### src/qii_pkg.sv
// Shared widths, register indexes and reset values for the inverse interpolation block.
package qii_pkg;
	localparam int IO_W   = 32;          // sample, target and result width
	localparam int WW     = 56;          // working width of the Newton terms
	localparam int NW     = 32;          // offset n, signed Q8.24
	localparam int QB     = 24;          // fraction bits of n and of the step
	localparam int DW     = 52;          // divider operand width
	localparam int TOL_W  = 25;
	localparam int ITER_W = 8;
	localparam int CFG_W  = 25;

	localparam logic [TOL_W-1:0]  N_ONE         = TOL_W'(1) << QB;
	localparam logic [TOL_W-1:0]  TOL_RESET     = TOL_W'(16777);
	localparam logic [ITER_W-1:0] MAX_ITER_RESET = ITER_W'(100);

	typedef enum logic {
		REG_TOLERANCE = 1'b0,
		REG_MAX_ITER  = 1'b1
	} cfg_reg_t;
endpackage

### src/quadratic_inverse_interpolation.sv
// Top level: Newton search for the target crossing of a three-point parabola.
//
//  channel   signals                                        direction
//  input     in_valid/in_ready, x_first..target_y           in
//  result    out_valid/out_ready, x_found                   out
//  config    cfg_we, cfg_index, cfg_data                    in
//
// One item runs k Newton steps (k <= max_iterations). Each step runs two serial
// multiplies on n and, unless the step clamps or its denominator is zero, a serial
// divide; the closing multiply gives x_found.
// Reset clears the FSM and loads tolerance 16777 and max_iterations 100.
// The next item is taken once the previous result sits in the output register;
// a stalled result only holds the final write.
module quadratic_inverse_interpolation import qii_pkg::*; (
	input  logic                   clk,
	input  logic                   arst_n,
	input  logic                   in_valid,
	output logic                   in_ready,
	input  logic signed [IO_W-1:0] x_first,
	input  logic signed [IO_W-1:0] x_center,
	input  logic signed [IO_W-1:0] y_first,
	input  logic signed [IO_W-1:0] y_middle,
	input  logic signed [IO_W-1:0] y_last,
	input  logic signed [IO_W-1:0] target_y,
	output logic                   out_valid,
	input  logic                   out_ready,
	output logic signed [IO_W-1:0] x_found,
	input  logic                   cfg_we,
	input  logic                   cfg_index,
	input  logic [CFG_W-1:0]       cfg_data
);
	typedef enum logic [2:0] {
		ST_IDLE,
		ST_MUL1,
		ST_MUL2,
		ST_DIV,
		ST_UPD,
		ST_FMUL
	} state_t;

	state_t state_q;

	logic [TOL_W-1:0]  tol_q;
	logic [ITER_W-1:0] max_q;
	logic [ITER_W-1:0] iter_q;
	logic              out_valid_q;
	logic signed [IO_W-1:0] x_found_q;

	logic signed [WW-1:0] a_q, b_q, c_q, dy_q, x1_q, dx_q, den_q, mv_q;
	logic signed [NW-1:0] n_q;
	logic [TOL_W-1:0]     mag_q;
	logic                 neg_q;
	logic                 mul_start_q, div_start_q;
	logic [DW-1:0]        un_q, ud_q;

	logic                 mul_busy, div_busy;
	logic signed [WW-1:0] mul_prod;
	logic [QB-1:0]        div_mag;
	logic                 mul_idle, div_idle;

	function automatic logic signed [WW-1:0] sx(input logic signed [IO_W-1:0] x);
		return {{(WW-IO_W){x[IO_W-1]}}, x};
	endfunction

	qii_mul u_mul (
		.clk   (clk),
		.arst_n(arst_n),
		.start (mul_start_q),
		.v     (mv_q),
		.m     (n_q),
		.busy  (mul_busy),
		.prod  (mul_prod)
	);

	qii_div u_div (
		.clk   (clk),
		.arst_n(arst_n),
		.start (div_start_q),
		.un    (un_q),
		.ud    (ud_q),
		.busy  (div_busy),
		.mag   (div_mag)
	);

	assign mul_idle = !mul_busy && !mul_start_q;
	assign div_idle = !div_busy && !div_start_q;

	// input decode
	logic signed [WW-1:0] in_a, in_b, in_dx;
	assign in_a  = sx(y_middle) - sx(y_first);
	assign in_b  = sx(y_last) - sx(y_middle);
	assign in_dx = sx(x_center) - sx(x_first);

	logic in_xfer;
	assign in_ready = (state_q == ST_IDLE);
	assign in_xfer  = in_valid && in_ready;

	// first-multiply results
	logic signed [WW-1:0] t2_d, den_d;
	assign t2_d  = a_q + b_q + mul_prod;
	assign den_d = mul_prod + t2_d;

	// second-multiply results and step selection
	logic signed [WW-1:0] num_d, num_abs, den_abs;
	logic                 den_zero, clamp, neg_d;
	assign num_d    = dy_q + mul_prod;
	assign num_abs  = num_d[WW-1] ? -num_d : num_d;
	assign den_abs  = den_q[WW-1] ? -den_q : den_q;
	assign den_zero = (den_q == '0);
	assign clamp    = (num_abs >= den_abs);
	assign neg_d    = den_zero ? (!num_d[WW-1] && num_d != '0)
	                           : (num_d[WW-1] == den_q[WW-1]);

	// offset update with saturation
	logic signed [NW:0]   n_sum;
	logic signed [NW-1:0] n_new;
	logic [NW:0]          mag_ext;
	logic                 stop;
	assign mag_ext = (NW+1)'(mag_q);
	assign n_sum   = neg_q ? ({n_q[NW-1], n_q} - mag_ext) : ({n_q[NW-1], n_q} + mag_ext);
	assign n_new   = (n_sum[NW] != n_sum[NW-1])
	                 ? (n_sum[NW] ? {1'b1, {(NW-1){1'b0}}} : {1'b0, {(NW-1){1'b1}}})
	                 : n_sum[NW-1:0];
	assign stop    = (mag_q < tol_q) || (({1'b0, iter_q} + 1'b1) >= {1'b0, max_q});

	// final sum with saturation
	logic signed [WW-1:0]   res_d;
	logic signed [IO_W-1:0] res_sat;
	assign res_d   = x1_q + mul_prod;
	assign res_sat = ((res_d[WW-1:IO_W-1] == '0) || (res_d[WW-1:IO_W-1] == '1))
	                 ? res_d[IO_W-1:0]
	                 : (res_d[WW-1] ? {1'b1, {(IO_W-1){1'b0}}} : {1'b0, {(IO_W-1){1'b1}}});

	logic fin_go;
	assign fin_go = (state_q == ST_FMUL) && mul_idle && (!out_valid_q || out_ready);

	always_ff @(posedge clk or negedge arst_n) begin
		if (!arst_n) begin
			state_q     <= ST_IDLE;
			iter_q      <= '0;
			out_valid_q <= 1'b0;
			mul_start_q <= 1'b0;
			div_start_q <= 1'b0;
			tol_q       <= TOL_RESET;
			max_q       <= MAX_ITER_RESET;
		end else begin
			mul_start_q <= 1'b0;
			div_start_q <= 1'b0;
			if (out_valid_q && out_ready) begin
				out_valid_q <= 1'b0;
			end
			if (cfg_we) begin
				unique case (cfg_reg_t'(cfg_index))
					REG_TOLERANCE: tol_q <= cfg_data[TOL_W-1:0];
					REG_MAX_ITER:  max_q <= cfg_data[ITER_W-1:0];
				endcase
			end
			unique case (state_q)
				ST_IDLE: begin
					if (in_xfer) begin
						iter_q      <= '0;
						mul_start_q <= 1'b1;
						state_q     <= (max_q == '0) ? ST_FMUL : ST_MUL1;
					end
				end
				ST_MUL1: begin
					if (mul_idle) begin
						mul_start_q <= 1'b1;
						state_q     <= ST_MUL2;
					end
				end
				ST_MUL2: begin
					if (mul_idle) begin
						if (den_zero || clamp) begin
							state_q <= ST_UPD;
						end else begin
							div_start_q <= 1'b1;
							state_q     <= ST_DIV;
						end
					end
				end
				ST_DIV: begin
					if (div_idle) begin
						state_q <= ST_UPD;
					end
				end
				ST_UPD: begin
					iter_q      <= iter_q + 1'b1;
					mul_start_q <= 1'b1;
					state_q     <= stop ? ST_FMUL : ST_MUL1;
				end
				ST_FMUL: begin
					if (fin_go) begin
						out_valid_q <= 1'b1;
						state_q     <= ST_IDLE;
					end
				end
				default: state_q <= ST_IDLE;
			endcase
		end
	end

	always_ff @(posedge clk) begin
		case (state_q)
			ST_IDLE: begin
				if (in_xfer) begin
					a_q  <= in_a;
					b_q  <= in_b;
					c_q  <= in_b - in_a;
					dy_q <= (sx(y_middle) - sx(target_y)) <<< 1;
					x1_q <= sx(x_center);
					dx_q <= in_dx;
					n_q  <= '0;
					mv_q <= (max_q == '0) ? in_dx : (in_b - in_a);
				end
			end
			ST_MUL1: begin
				if (mul_idle) begin
					den_q <= den_d;
					mv_q  <= t2_d;
				end
			end
			ST_MUL2: begin
				if (mul_idle) begin
					neg_q <= neg_d;
					un_q  <= num_abs[DW-1:0];
					ud_q  <= den_abs[DW-1:0];
					if (den_zero) begin
						mag_q <= (num_d == '0) ? '0 : N_ONE;
					end else if (clamp) begin
						mag_q <= N_ONE;
					end
				end
			end
			ST_DIV: begin
				if (div_idle) begin
					mag_q <= TOL_W'(div_mag);
				end
			end
			ST_UPD: begin
				n_q  <= n_new;
				mv_q <= stop ? dx_q : c_q;
			end
			ST_FMUL: begin
				if (fin_go) begin
					x_found_q <= res_sat;
				end
			end
			default: ;
		endcase
	end

	assign out_valid = out_valid_q;
	assign x_found   = x_found_q;

	a_mul_start_busy: assert property (@(posedge clk) disable iff (!arst_n)
		mul_start_q |=> mul_busy)
		else $error("multiplier did not start");

	a_no_overlap: assert property (@(posedge clk) disable iff (!arst_n)
		!(mul_busy && div_busy))
		else $error("multiplier and divider busy together");

	a_iter_bound: assert property (@(posedge clk) disable iff (!arst_n)
		(state_q == ST_UPD) |-> (iter_q < max_q))
		else $error("iteration count past limit");

	a_idle_units: assert property (@(posedge clk) disable iff (!arst_n)
		in_ready |-> (!mul_busy && !div_busy))
		else $error("input taken with a unit still busy");
endmodule

### src/qii_mul.sv
// Bit-serial signed multiplier: one bit of n per cycle, result floored by 2^QB.
module qii_mul import qii_pkg::*; (
	input  logic                 clk,
	input  logic                 arst_n,
	input  logic                 start,
	input  logic signed [WW-1:0] v,
	input  logic signed [NW-1:0] m,
	output logic                 busy,
	output logic signed [WW-1:0] prod
);
	localparam int AW = WW + NW;

	logic signed [AW-1:0] acc_q;
	logic signed [AW-1:0] mc_q;
	logic [NW-1:0]        mr_q;
	logic [$clog2(NW)-1:0] cnt_q;
	logic                 busy_q;
	logic signed [AW-1:0] addend;
	logic                 last;

	assign addend = mr_q[0] ? mc_q : '0;
	assign last   = (cnt_q == ($clog2(NW))'(NW - 1));

	always_ff @(posedge clk or negedge arst_n) begin
		if (!arst_n) begin
			busy_q <= 1'b0;
			cnt_q  <= '0;
		end else if (start) begin
			busy_q <= 1'b1;
			cnt_q  <= '0;
		end else if (busy_q) begin
			cnt_q <= cnt_q + 1'b1;
			if (last) begin
				busy_q <= 1'b0;
			end
		end
	end

	// sign bit of n carries negative weight
	always_ff @(posedge clk) begin
		if (start) begin
			acc_q <= '0;
			mc_q  <= {{NW{v[WW-1]}}, v};
			mr_q  <= m;
		end else if (busy_q) begin
			acc_q <= last ? (acc_q - addend) : (acc_q + addend);
			mc_q  <= mc_q <<< 1;
			mr_q  <= mr_q >> 1;
		end
	end

	assign busy = busy_q;
	assign prod = acc_q[QB +: WW];
endmodule

### src/qii_div.sv
// Restoring divider: one quotient bit per cycle, QB fraction bits of un/ud with un < ud.
module qii_div import qii_pkg::*; (
	input  logic          clk,
	input  logic          arst_n,
	input  logic          start,
	input  logic [DW-1:0] un,
	input  logic [DW-1:0] ud,
	output logic          busy,
	output logic [QB-1:0] mag
);
	logic [DW-1:0]         r_q;
	logic [DW-1:0]         d_q;
	logic [QB-1:0]         q_q;
	logic [$clog2(QB)-1:0] cnt_q;
	logic                  busy_q;
	logic [DW:0]           rs;
	logic                  ge;
	logic [DW:0]           rd;

	assign rs = {r_q, 1'b0};
	assign ge = (rs >= {1'b0, d_q});
	assign rd = rs - {1'b0, d_q};

	always_ff @(posedge clk or negedge arst_n) begin
		if (!arst_n) begin
			busy_q <= 1'b0;
			cnt_q  <= '0;
		end else if (start) begin
			busy_q <= 1'b1;
			cnt_q  <= '0;
		end else if (busy_q) begin
			cnt_q <= cnt_q + 1'b1;
			if (cnt_q == ($clog2(QB))'(QB - 1)) begin
				busy_q <= 1'b0;
			end
		end
	end

	always_ff @(posedge clk) begin
		if (start) begin
			r_q <= un;
			d_q <= ud;
			q_q <= '0;
		end else if (busy_q) begin
			r_q <= ge ? rd[DW-1:0] : rs[DW-1:0];
			q_q <= {q_q[QB-2:0], ge};
		end
	end

	assign busy = busy_q;
	assign mag  = q_q;
endmodule

### config.mk
export PLATFORM = sky130hd
export DESIGN_NAME = quadratic_inverse_interpolation
export DESIGN_NICKNAME = d
export VERILOG_FILES = /design/src/qii_pkg.sv /design/src/quadratic_inverse_interpolation.sv /design/src/qii_mul.sv /design/src/qii_div.sv
export SDC_FILE = /design/constraint.sdc
export NUM_CORES = 2
export LEC_CHECK = 0
export ABC_AREA = 1
export BUFFER_PORTS_ARGS = -buffer_cell sky130_fd_sc_hd__buf_2
export CORE_ASPECT_RATIO = 1.25
export CORE_MARGIN = 2
export CORE_UTILIZATION = 35
export DETAILED_ROUTE_END_ITERATION = 6
export PLACE_DENSITY = 0.49
export SLEW_MARGIN = 20
export SYNTH_ARGS = -nofsm -noshare
export SYNTH_HDL_FRONTEND = slang
export SYNTH_SLANG_ARGS = --single-unit
### constraint.sdc
create_clock -name clk -period 22.3 [get_ports clk]
set_input_delay 4.46 -clock clk [delete_from_list [all_inputs] [get_ports clk]]
set_output_delay 4.46 -clock clk [all_outputs]
set_load 0.01 [all_outputs]
---- Word level (Yosys, flattened, before mapping) ----
Cells that the tools add are included.
storage, ports and cells
  memories ................................ 0
  bits of input ports ..................... 223
  ROM bits ................................ 0
  flip-flop bits (word level) ............. 966
  output and inout bits ................... 34
  bits in writable memories ............... 0
  bits in latches ......................... 0
cells by class
  mux-type cells .......................... 60
  add/subtract/negate cells ............... 21
  order comparisons ....................... 4
  div/mod/pow operators ................... 0
  bitwise gates (word level) .............. 1
  $mul .................................... 0
  shift-type cells ........................ 0
  equal/unequal tests ..................... 16
  reductions and logical operators ........ 38
operators with widths
  kind                 count
  $mux W88             4
  $mux W56             6
  $mux W32             7
  $add A56 B56 Y56     3
  $pmux W56 S3         1
  $mux W52             3
  $sub A32 B32 Y33     4
  $mux W25             5
  $logic_not A56 Y1    2
  $neg A56 Y56         2
  $add A88 B88 Y88     1
  $sub A88 B88 Y88     1
  $pmux W32 S2         1
  $add A32 B56 Y56     1
  $ge A56 B56 Y1       1
  $reduce_bool A56 Y1  1
  $ge A53 B52 Y1       1
  $sub A52 B52 Y52     1
  $pmux W25 S2         1
  $add A33 B33 Y34     1
  $sub A33 B33 Y34     1
  $add A32 B26 Y33     1
  $mux W33             1
  $sub A32 B26 Y33     1
  35 further kinds     89

---- Depth between registers and ports, before layout ----
  depth after elaboration ................. 8
  mapped depth ............................ 42
  gate-level depth less buffers ........... 42

---- By module ----
A second synthesis with hierarchy kept.
second synthesis, totals
  cell total of the unflattened synthesis .. 12,603
  area total of the unflattened synthesis .. 84,220.8 µm²
modules (own cells, without submodules)
  module                           area an instance (µm²)  cells each  seq. area each (µm²)  instances
  quadratic_inverse_interpolation  56,070.0                8,175       16,320.7              1
  qii_mul                          17,616.9                2,803       5,114.9               1
  qii_div                          10,533.9                1,625       3,753.6               1

---- Worst setup path after synthesis ----
Ideal clock, no wire load.
  kind .................................... input -> register
  start point ............................. input in_valid
  end point ............................... register mv_q[0] (enable)
  data required time ...................... 21,753 ps
  arrival ................................. 22,793 ps
  setup slack ............................. -1,040 ps
  buffers on the path ..................... 0
  stages .................................. 4
  cell sequence ........................... inv_1 > nor3_1 > nor2_1 > o21ai_0
on the way
  word-level cells in the longest chain between the ends .. 3
RTL lines
  what                         RTL line                                RTL
  start, declared              quadratic_inverse_interpolation.sv:17   input logic in_valid,
  $logic_and A1 B1 Y1          quadratic_inverse_interpolation.sv:96   assign in_xfer = in_valid && in_ready;
  $ne A2 B1 Y1 (no line)       --
  $reduce_and A3 Y1 (no line)  --
  end signal, assigned         quadratic_inverse_interpolation.sv:214  mv_q <= (max_q == '0) ? in_dx : (in_b - in_a);
  end signal, assigned         quadratic_inverse_interpolation.sv:220  mv_q <= t2_d;
  end signal, assigned         quadratic_inverse_interpolation.sv:242  mv_q <= stop ? dx_q : c_q;
  end, declared                quadratic_inverse_interpolation.sv:49   logic signed [WW-1:0] a_q, b_q, c_q, dy_q, x1_q, dx_q, den_q, mv_q;
No other way between the ends.
A chain may end at the register's enable or synchronous reset.

---- Worst setup path in the final report ----
  start point ............................. input y_middle[2]
  end point ............................... register mv_q[34] (data pin)
on the way
  word-level cells in the longest chain between the ends .. 5
RTL lines
  what                                 RTL line                                                                      RTL
  start, declared                      quadratic_inverse_interpolation.sv:22                                         input logic signed [IO_W-1:0] y_middle,
  $sub A32 B32 Y33 (on tied branches)  quadratic_inverse_interpolation.sv:91, quadratic_inverse_interpolation.sv:90
  $sub A33 B33 Y34 *                   quadratic_inverse_interpolation.sv:214
  $mux W56 *                           quadratic_inverse_interpolation.sv:214
  $mux W56 *                           quadratic_inverse_interpolation.sv:206                                        if (in_xfer) begin
  $pmux W56 S3 *                       quadratic_inverse_interpolation.sv:204                                        case (state_q)
Every way passes the cells marked *; elsewhere a longest branch is shown, timed or not. The select of a mux whose other input is x is not followed.

==> out/results.ini <==
[run_status]
status=complete, but fails checks
violations=DRC

[worst_setup_path]
critical_path_required_ns=22.75
worstPathArrival_ns=10.10
timing.rr.end=den_q[49]$_DFFE_PP_
cp-end-kind=flip-flop
crit_family=compound AO/OA/AOI/OAI gates
path_cells=buf_2 > ha_1 > a21oi_1 > nand2_1 > a21oi_1 > o21ai_1 > a21oi_1 > o21ai_1 > a21oi_2 > o21ai_1 > a21oi_1 > xor2_1 > ha_1 > nand2_1 > nor2_1 > inv_1 > nor4_1 > nand3_1 > nand4_1 > o21ai_0 > nand2_1 > nand2_1 > nand2_1 > nand3_1
reg2reg_depth=33
crit_buf_inv=2
crit_path_start_kind=input pin
crit_path_frequent_cell=nand2_1
worstReg2RegStart=a_q[0]$_DFFE_PP_
crit_cells=24
slowest_delay_ns=0.65
crit_end=mv_q[34]$_DFFE_PP_
crit_fanout=23
cpMaxStageDelayCell=nand2_1
startpoint=y_middle[2]
crit_type=in2reg
r2r_slack_ns=14.09

[place]
dpl.hpwl_mm=298
place_area_um2=84300
gp_congestion=1.03
place.port_buffers=256
dp.cells=14400

[logic_synthesis]
syn_nets=12100
synth_most_common_cell=nand2_1
synth-async-reset-ratio_pct=6.68
synth_ff_type=edfxtp_1
synth_area_um2=79200
synth_warnings=0
synth_top_area_share_pct=27.3
synthCells=11200
synthTopCellsByArea=edfxtp_1 (27%), nand2_1 (14%), ha_1 (11%)
avgSynthCellArea_um2=7.05
yosysSeqAreaShare_pct=31.8
synth-edff-count=720
ys_top_cells_by_count=nand2_1 (2,853), inv_1 (1,780), nor2_1 (1,203), a21oi_1 (810), edfxtp_1 (720)
synth_seq_cells=883
synth_top_area_cell=edfxtp_1
synth.distinct_cells=68

[floorplan]
die_area_um2=230000
start_util_pct=35.1
fp.dieW_um=429
die_h_um=536
io_pins=257
num_rows=195
coreArea_um2=225000

[clock_network]
postCtsSetupBuffers=0
insertion_delay_ns=0.78
cts_sinks=883
cts_buffers=102
clk_pin_slew_ns=0.06
cts.path.max_buffers=3
cts_hold_buf=0
cts_max_level=3
cts_tree=yes
ctsResizeCount=0
root_buffer=clkbuf_16

[detailed_routing]
first_pass_iters=7
drtIter0Drc=5434
antenna_left=0
via_per_inst=5.24
remaining_drc_errors=2
drt_wl_total_mm=350
vias=76500
routedWlPerCell_um=24.0

[final_layout]
postLayoutCellArea_um2=87800
regArea_um2=25200
multi_input_area_um2=46600
drive_gt1_share_pct=5.99
nFillCells=24200
final_cells=14600
layout.nets=12400
syn2layout_area_growth_pct=10.9

[grt]
grt_pass1_vias=75700
grt_overflow=0
antenna_found_initial=27
grt_pass1_wl_mm=505
grt_max_degree=104
grt_usage_pct=29.7

[timing]
max_freq_ghz=0.104
tns_ns=0
finalSetupViolCount=0
period_needed_ns=9.65
timing.final.crit_share_pct=43.3
hold_viol_final=0
worstMarginPinSlew_ns=1.22
finClkSkew_ns=0.0746
relSlewSlack_pct=17.6
maxSlewViolCount=0
grt_setup_unrepaired=false

[pwr]
peakVddDrop_mv=0.113
p_leak_nw=42.0
p_per_area_nw_per_um2=183
total_power_w=0.0161

[hold_path]
hold_path.class=reg2reg

[run]
drv_cap=0

## cell type report
type                            count  share of cell area (%)
Inverter                         1794                    7.68
Tap cell                         2955                    4.21
Antenna cell                       14                  0.0399
Multi-Input combinational cell   8393                    53.1
Timing Repair Buffer              353                    2.29
Clock buffer                      118                    3.11
Sequential cell                   883                    28.7
Clock inverter                     71                   0.837
## cells by family (layout without fill, tap and decap cells)
family / Yosys count / count (layout) / synth area share, %
AND/OR/NAND/NOR: 5032 / 5032 / 26.2
AO/OA/AOI/OAI: 2059 / 2059 / 14.7
buffers and inverters: 1957 / 2336 / 9.44
flip-flops: 883 / 883 / 31.8
adder cells (fa/ha/maj): 685 / 685 / 10.9
XOR/XNOR: 617 / 617 / 6.86
other: 0 / 14 / 0
## metal layers
| metal | routed length [um] | part of all wire, % | up-vias | global-route usage [%] |
|---|---|---|---|---|
| met5 | 138 | 0.039 | - | 0 |
| li1 | - | - | 37700 | - |
| met1 | 142000 | 41 | 36000 | 34.7 |
| met3 | 14000 | 4.0 | 632 | 3.21 |
| met4 | 24400 | 7.0 | 20 | 17.3 |
| met2 | 169000 | 48 | 2077 | 52.4 |
## layout by cell type, fill, tap and decap left out, types with 48 or more instances in the layout
cell and count:
a21o_1 65, a21oi_1 810, a31oi_1 96, buf_2 256, buf_4 97, clkbuf_16 106
dfrtp_1 48, dfxtp_1 104, edfxtp_1 720, ha_1 672, inv_1 1777, nand2_1 2852
nand3_1 470, nand4_1 133, nor2_1 1196, nor3_1 135, nor4_1 62, o211ai_1 98
o21a_1 50, o21ai_0 622, o21ai_1 54, o21bai_1 79, xnor2_1 181, xor2_1 432
## how the worst min path moves through the flow
| stage | from | to | slack [ns] | depth (start not counted) |
|---|---|---|---|---|
| 4_1_cts | ud_q[11]$_DFFE_PP_ | u_div.d_q[11]$_DFFE_PP_ | 0.40 | 0 |
| 5_1_grt | ud_q[33]$_DFFE_PP_ | u_div.d_q[33]$_DFFE_PP_ | 0.42 | 0 |
| 3_3_place_gp | ud_q[35]$_DFFE_PP_ | u_div.d_q[35]$_DFFE_PP_ | 0.40 | 0 |
| 6_report | ud_q[11]$_DFFE_PP_ | u_div.d_q[11]$_DFFE_PP_ | 0.41 | 0 |
| 3_5_place_dp | ud_q[1]$_DFFE_PP_ | u_div.d_q[1]$_DFFE_PP_ | 0.40 | 0 |
| 2_1_floorplan | ud_q[0]$_DFFE_PP_ | u_div.d_q[0]$_DFFE_PP_ | 0.40 | 0 |
## state kept, by name, indices dropped and copies added, names as in the netlist, 33 cells and up
signal / cells
a_q: 33
b_q: 33
c_q: 34
den_q: 56
dx_q: 33
dy_q: 33
mv_q: 56
u_div.d_q: 52
u_div.r_q: 52
u_mul.acc_q: 80
u_mul.mc_q: 80
ud_q: 52
un_q: 52
## metrics by stage
step | setup slack (ns) | hold WS, ns | utilization [%]
final | 12.65 | 0.405 | 38.9
after detailed placement | 11.91 | 0.405 | 37.4
after CTS | 12.76 | 0.402 | 38.9
after floorplan | 6.01 | 0.400 | -
after global routing | 12.05 | 0.421 | 38.9
after global placement | 12.01 | 0.404 | 37.4
## worst register-to-register path, delay by kind of cell (launching register included)
kind / cells / cell delay (ns)
XOR/XNOR: 3 / 0.85
buffers and inverters: 3 / 0.21
flip-flops: 1 / 0.34
AND/OR/NAND/NOR: 10 / 1.44
AO/OA/AOI/OAI: 13 / 3.64
adder cells (fa/ha/maj): 4 / 1.47
## power breakdown
part	leakage [nW]	switching, W	total (W)	internal, W
combinational	31.9	0.00811	0.0114	0.00332
sequential	8.43	0.000283	0.00289	0.00260
clock	1.70	0.000771	0.00176	0.000994
total	42.0	0.00916	0.0161	0.00692
No activity file was read; power rests on OpenSTA's default activity.
